==> src/closest_point_on_triangle_unit_assert.svh <==
// ----------------------------------------------------------------------------
// closest point on triangle assertion macros
// concurrent checks on clk, disabled while rst_n is low
// ----------------------------------------------------------------------------
`ifndef CLOSEST_POINT_ON_TRIANGLE_UNIT_ASSERT_SVH
`define CLOSEST_POINT_ON_TRIANGLE_UNIT_ASSERT_SVH
`ifndef SYNTHESIS
`define CPT_ASSERT(lbl, prop, msg) \
  lbl: assert property (@(posedge clk) disable iff (!rst_n) prop) else $error(msg);
`define CPT_ASSERT_NEXT(lbl, pre, post, msg) \
  lbl: assert property (@(posedge clk) disable iff (!rst_n) pre |=> post) else $error(msg);
`else
`define CPT_ASSERT(lbl, prop, msg)
`define CPT_ASSERT_NEXT(lbl, pre, post, msg)
`endif
`endif

==> src/cpt_queue.sv <==
// ----------------------------------------------------------------------------
// cpt_queue
// small register queue between front end and back end
// ----------------------------------------------------------------------------
module cpt_queue #(
  parameter int WIDTH = 8,
  parameter int DEPTH = 4
) (
  input  logic             clk,
  input  logic             rst_n,
  input  logic             push_valid,
  output logic             push_ready,
  input  logic [WIDTH-1:0] push_data,
  output logic             pop_valid,
  input  logic             pop_ready,
  output logic [WIDTH-1:0] pop_data
);

  localparam int AW = (DEPTH > 1) ? $clog2(DEPTH) : 1;
  localparam int CW = $clog2(DEPTH + 1);

  logic [WIDTH-1:0] mem_r [DEPTH];
  logic [AW-1:0]    wp_r, wp_nxt;
  logic [AW-1:0]    rp_r, rp_nxt;
  logic [CW-1:0]    cnt_r, cnt_nxt;
  logic             push;
  logic             pop;

  assign push_ready = (cnt_r != CW'(DEPTH));
  assign pop_valid  = (cnt_r != '0);
  assign pop_data   = mem_r[rp_r];
  assign push       = push_valid && push_ready;
  assign pop        = pop_valid && pop_ready;

  always_comb begin
    wp_nxt  = wp_r;
    rp_nxt  = rp_r;
    cnt_nxt = cnt_r;
    if (push) begin
      wp_nxt = (wp_r == AW'(DEPTH - 1)) ? '0 : wp_r + 1'b1;
    end
    if (pop) begin
      rp_nxt = (rp_r == AW'(DEPTH - 1)) ? '0 : rp_r + 1'b1;
    end
    if (push && !pop) begin
      cnt_nxt = cnt_r + 1'b1;
    end else if (pop && !push) begin
      cnt_nxt = cnt_r - 1'b1;
    end
  end

  always_ff @(posedge clk) begin
    if (!rst_n) begin
      wp_r  <= '0;
      rp_r  <= '0;
      cnt_r <= '0;
    end else begin
      wp_r  <= wp_nxt;
      rp_r  <= rp_nxt;
      cnt_r <= cnt_nxt;
    end
  end

  always_ff @(posedge clk) begin
    if (push) begin
      mem_r[wp_r] <= push_data;
    end
  end

endmodule

==> config.mk <==
export PLATFORM = sky130hd
export DESIGN_NAME = cpt_queue
export DESIGN_NICKNAME = d
export VERILOG_FILES = /design/src/closest_point_on_triangle_unit_assert.svh /design/src/cpt_queue.sv
export SDC_FILE = /design/constraint.sdc
export NUM_CORES = 1
export LEC_CHECK = 0
export BUFFER_PORTS_ARGS = -buffer_cell sky130_fd_sc_hd__buf_2
export CAP_MARGIN = 20
export CELL_PAD_IN_SITES_DETAIL_PLACEMENT = 0
export CELL_PAD_IN_SITES_GLOBAL_PLACEMENT = 2
export CORE_MARGIN = 2
export CORE_UTILIZATION = 37
export DETAILED_ROUTE_END_ITERATION = 10
export PLACE_DENSITY = 0.81
export SLEW_MARGIN = 20
export SYNTH_ARGS = -nofsm -noshare
export SYNTH_HDL_FRONTEND = slang
export SYNTH_SLANG_ARGS = --single-unit
export TNS_END_PERCENT = 5
==> constraint.sdc <==
create_clock -name clk -period 2.16 [get_ports clk]
set_input_delay 0.108 -clock clk [delete_from_list [all_inputs] [get_ports clk]]
set_output_delay 0.108 -clock clk [all_outputs]
set_load 0.02 [all_outputs]
### Yosys cells after proc, flatten, opt, wreduce, memory -nomap -nowiden

Memory sizes are Yosys's and may differ from the RTL's. A register that Yosys moved wholly into a read port is not among the register bits.
Cells that the tools add are included.

| operators by class | value |
|---|---|
| shifts and indexed selects | 0 |
| mux-type cells | 8 |
| div/mod/pow operators | 0 |
| add/sub/neg operators | 4 |
| multiply operators | 0 |
| bitwise gates (word level) | 0 |
| order comparisons | 0 |
| reductions and logical operators | 8 |
| equal/unequal tests | 3 |

Operators by type and width:

| kind | count |
|---|---|
| 2-bit 2-to-1 mux | 4 |
| 3-bit 2-to-1 mux | 2 |
| 2-bit by 1-bit adder with 2-bit output, second input constant | 2 |
| 2-bit equality test, second input constant | 2 |
| 1-bit logical AND | 4 |
| 3-bit by 1-bit adder with 3-bit output, second input constant | 1 |
| 3-bit inequality test, second input constant | 1 |
| 3-bit nonzero test | 1 |
| 3-bit by 1-bit subtractor with 3-bit output, second input constant | 1 |
| 1-bit zero test | 2 |
| 1-bit 2-to-1 mux | 2 |
| 2-bit nonzero test | 1 |

| storage, ports and cells | value |
|---|---|
| bits in writable memories | 32 |
| bits of input ports | 12 |
| bits in latches | 0 |
| logic and storage cells | 27 |
| memories | 1 |
| output and inout bits | 10 |
| memory bits (read-only) | 0 |
| register bits | 7 |

Memories:

| memory | depth | bits a word | read ports | clocked after memory_dff | wr ports | line | RTL |
|---|---|---|---|---|---|---|---|
| mem_r | 4 | 8 | 1 | 1 | 1 | cpt_queue.sv:22 | `logic [WIDTH-1:0] mem_r [DEPTH];` |

### Depth between registers and ports, before layout

| depth | value |
|---|---|
| depth after elaboration | 6 |
| mapped depth | 9 |
| mapped depth without buffers | 8 |

### Worst setup path after synthesis

Ideal clock, no wire load.

| timing path | value |
|---|---|
| path type | reg-to-reg |
| from | register cnt_r[0] |
| to | register cnt_r[2] |
| buffers on the path | 1 |
| data required time | 2.084 ns |
| slack | -0.071 ns |
| arrival | 2.155 ns |
| stages on the path, launching flop included | 10 |
| setup time | 0.076 ns |
| period minus slack after synthesis | 2.231 ns |
| path through | dfxtp_1 -> or3b_1 -> clkbuf_2 -> and2_4 -> ha_1 -> inv_1 -> fa_1 -> xor2_1 -> or3_2 -> a21boi_0 |

| on the way | value |
|---|---|
| word-level cells in the longest chain between the ends | 5 |
| elaborated cells between the ends (all ways) | 13 |
| those cells by class | add/sub: 2; eq/ne: 1; mux: 2; reduce/logical: 8 |

Ends and longest elaborated chain:

| element | line | RTL |
|---|---|---|
| start, declared | cpt_queue.sv:25 | `logic [CW-1:0] cnt_r, cnt_nxt;` |
| start signal, assigned | cpt_queue.sv:60 | `cnt_r <= cnt_nxt;` |
| 3-bit inequality test * | cpt_queue.sv:29 | `assign push_ready = (cnt_r != CW'(DEPTH));` |
| net push_ready | cpt_queue.sv:12 | `output logic push_ready,` |
| 1-bit logical AND * | cpt_queue.sv:32 | `assign push = push_valid && push_ready;` |
| net push | cpt_queue.sv:26 | `logic push;` |
| 1-bit zero test | cpt_queue.sv:47 | `end else if (pop && !push) begin` |
| 1-bit logical AND | cpt_queue.sv:47 |  |
| 2-bit nonzero test (no source line) | - |  |

The timed path passes the listed nets; every way through them passes the cells marked *. The select of a mux whose other input is x is not followed.
A chain may end at the register's enable or synchronous reset.

### Worst setup path in the final report

| timing path | value |
|---|---|
| from | register cnt_r[2] |
| to | register cnt_r[2] |

| on the way | value |
|---|---|
| word-level cells in the longest chain between the ends | 5 |
| elaborated cells between the ends (all ways) | 13 |
| those cells by class | add/sub: 2; eq/ne: 1; mux: 2; reduce/logical: 8 |

Ends and longest elaborated chain:

| element | line |
|---|---|
| 3-bit inequality test * | cpt_queue.sv:29 |
| 1-bit logical AND * | cpt_queue.sv:32 |
| net push | cpt_queue.sv:26 |
| 1-bit zero test | cpt_queue.sv:47 |
| 1-bit logical AND | cpt_queue.sv:47 |
| 2-bit nonzero test (no source line) | - |

Marks and branches as above.

==> reports/qor.yml <==
outcome: "finished clean"
maxCapViolations: 0
grt_pass1_vias: 868
grt_pass1_wl_um: 4200
wl_um: 2580
min_path_type: "input pin to flip-flop"
cts.sink_count: 41
rsz0062_at_grt: "false"
p_comb_share_pct: 29.3
final-max-slew-violation-count: 0
finalCritPeriodShare_pct: 95.1
tightest_slew_ns: 0.564
timing.final.hold_violations: 0
path_buf_inv: 1
p_seq_share_pct: 45.5
diodes: 0
p_leak_nw: 0.709
skew_ns: 0.00368
core_mm2: 0.00429
synth_area_leader_cell: "edfxtp_1"
place_congestion: 0.688
crit_family: "simple AND/OR/NAND/NOR gates"
viasPerCell: 5.06
die_w_um: 70.5
synthesis.instances: 93
antenna_found_initial: 0
start_util_pct: 38.1
period_minus_slack_ns: 2.05
worst_setup_path_end_kind: "flip-flop"
fin_ws_ns: 0.105
grtUsageTotal_pct: 11.5
hpwl_um: 1830
ant_nets: 0
power.density_mw_per_mm2: 1230
nets: 139
clk_pin_slew_ns: 0.08
internal_power_mw: 1.69
swShare_pct: 30.0
clock_latency_ns: 0.29
drive_gt1_share_pct: 44.6
cts_buffers: 5
yosysSeqAreaShare_pct: 69.8
die-height_um: 70.5
vdd_drop_max_v: 0.000639
drt_iter0_drc: 35
die_area_mm2: 0.00497
syn_nets: 112
setup_violations: 0
drc_errors: 0
ios: 22
syn-cell-area_mm2: 0.00164
tns_ns: 0
async_flop_share_pct: 0
pwr-share-clk_pct: 25.2
cp_cell_sequence: "or3b_4 > and2_4 > ha_4 > inv_1 > fa_1 > xor2_1 > or3_2 > a21boi_2"
cts_tree: "yes"
synth-main-ff-cell: "edfxtp_1"
critPathKind: "flip-flop to flip-flop"
rows: 24
final_cell_area_mm2: 0.00197
num_vias: 876
place_ws_ns: 0.0598
synth-edff-count: 32
grt_overflow: 0
avgRoutedWirePerCell_um: 14.9
worstPathMaxFanout: 4
clock.fmax_mhz: 487
yosys-top-cells-area: "edfxtp_1, dfxtp_1, mux4_2"
first_pass_iters: 4
crit_arrival_ns: 2.28
root_buffer: "clkbuf_8"
htreeDepth: 2
start_kind: "flip-flop"
area_delta_synth_final_pct: 20.3
port_buffers: 21
switching_power_uw: 727
synth_cell_types: 26
netlist.area_leader.share_pct: 58.8
critPathMaxStageDelay_ns: 0.42
slowest_stage: "or3_2"
holdBufCountCts: 0
grt_max_degree: 15
ys_ff_latch: 41
avgSynthCellArea_um2: 17.6
placed_cell_area_mm2: 0.00181
yosysWarnings: 0
required_ns: 2.38
slew_headroom_pct: 62.3
cts_buffer_depth: 2
==> Yosys cell counts, types with 2 or more instances <==
cell,n
and3_2,4
nor2_1,2
mux4_2,8
o21ai_0,4
edfxtp_1,32
inv_1,3
dfxtp_1,9
nand3_1,2
mux2i_1,2
or3_2,2
nand2_1,5
ha_1,6
==> logic make-up after synthesis <==
logic type      after synthesis  share of synthesized area, %
simple gates                 20                          7.19
fa+ha+maj                     7                          5.81
compound gates                6                          2.14
mux                          10                          12.2
buf+inv                       7                          1.76
flops                        41                          69.8
xor+xnor                      2                          1.07
==> power by group through the flow <==
stage               Clock [mW]  Sequential [mW]  Combinational [mW]
finish                   0.611             1.10               0.709
global route             0.676             1.12               0.767
CTS                      0.633             1.09               0.660
detailed placement           0             1.11               0.657
global placement             0             1.10               0.645
floorplan                    0             1.05               0.521
==> layer usage <==
layer	up-vias	GRT usage, %	wire (um)
met5	-	0	0
met4	0	4.49	40
met2	25	18.9	1300
met3	6	5.63	173
met1	435	12.8	1060
li1	410	-	-
==> metrics by stage <==
stage / hold slack (ns) / power [mW] / util [%] / instances
after global placement: 0.317 / 1.74 / 42.2 / 164
after detailed placement: 0.328 / 1.77 / 42.2 / 164
after CTS: 0.0196 / 2.39 / 44.8 / 172
final: 0.0289 / 2.42 / 45.8 / 173
after global routing: 0.0169 / 2.57 / 45.8 / 173
after floorplan: 0.207 / 1.57 / - / 93
==> cell usage in the layout (no fill, tap or decap), drive strengths merged <==
master / Yosys / layout
and2: 2 / 2
nor2: 2 / 2
and3: 4 / 4
buf: 2 / 24
clkinvlp: 0 / 1
nand3: 2 / 2
or3b: 1 / 1
o21ai: 4 / 4
nand4: 1 / 1
nand2: 5 / 5
clkinv: 0 / 1
inv: 3 / 3
o31ai: 1 / 1
mux4: 8 / 8
ha: 6 / 6
nor2b: 1 / 1
edfxtp: 32 / 32
bufinv: 0 / 1
a21boi: 1 / 1
mux2i: 2 / 2
clkbuf: 2 / 5
fa: 1 / 1
or3: 2 / 2
xnor2: 1 / 1
dfxtp: 9 / 9
xor2: 1 / 1
==> path summary, 6_finish.rpt <==
kind | cells after the start | to | slack, ns | startpoint
max reg2reg | 8 | cnt_r[2]$_SDFFE_PN0P_ | 0.11 | cnt_r[2]$_SDFFE_PN0P_
min reg2reg | 2 | wp_r[1]$_SDFFE_PN0P_ | 0.51 | wp_r[1]$_SDFFE_PN0P_
min | 1 | mem_r[1][0]$_DFFE_PP_ | 0.03 | push_data[0]
max | 8 | cnt_r[2]$_SDFFE_PN0P_ | 0.11 | cnt_r[2]$_SDFFE_PN0P_
==> final cells by class <==
type / instances / area [um2]
Clock buffer: 5 / 68.8
Clock inverter: 3 / 46.3
Fill cell: 384 / 2330
Inverter: 3 / 11.3
Multi-Input combinational cell: 45 / 498
Sequential cell: 41 / 1150
Tap cell: 52 / 65.1
Timing Repair Buffer: 24 / 128
==> worst reg2reg max path, cell delays in order (launching register included) <==
cell	delay, ns
dfxtp_4	0.36
or3b_4	0.23
and2_4	0.17
ha_4	0.14
inv_1	0.05
fa_1	0.36
xor2_1	0.15
or3_2	0.42
a21boi_2	0.12
==> flip-flops by register name, summed over array words and instances, names as in the netlist, named ones only <==
register  cells
mem_r        32
cnt_r         3
rp_r          2
wp_r          2
==> repair_timing <==
item                                   in CTS  in global routing
setup endpoints to repair                   0                  1
gates resized for setup                     0                  9
endpoints found under the hold margin       0                  0
buffers inserted                            0                  1
Note: power is estimated with default switching activity, not from simulation.
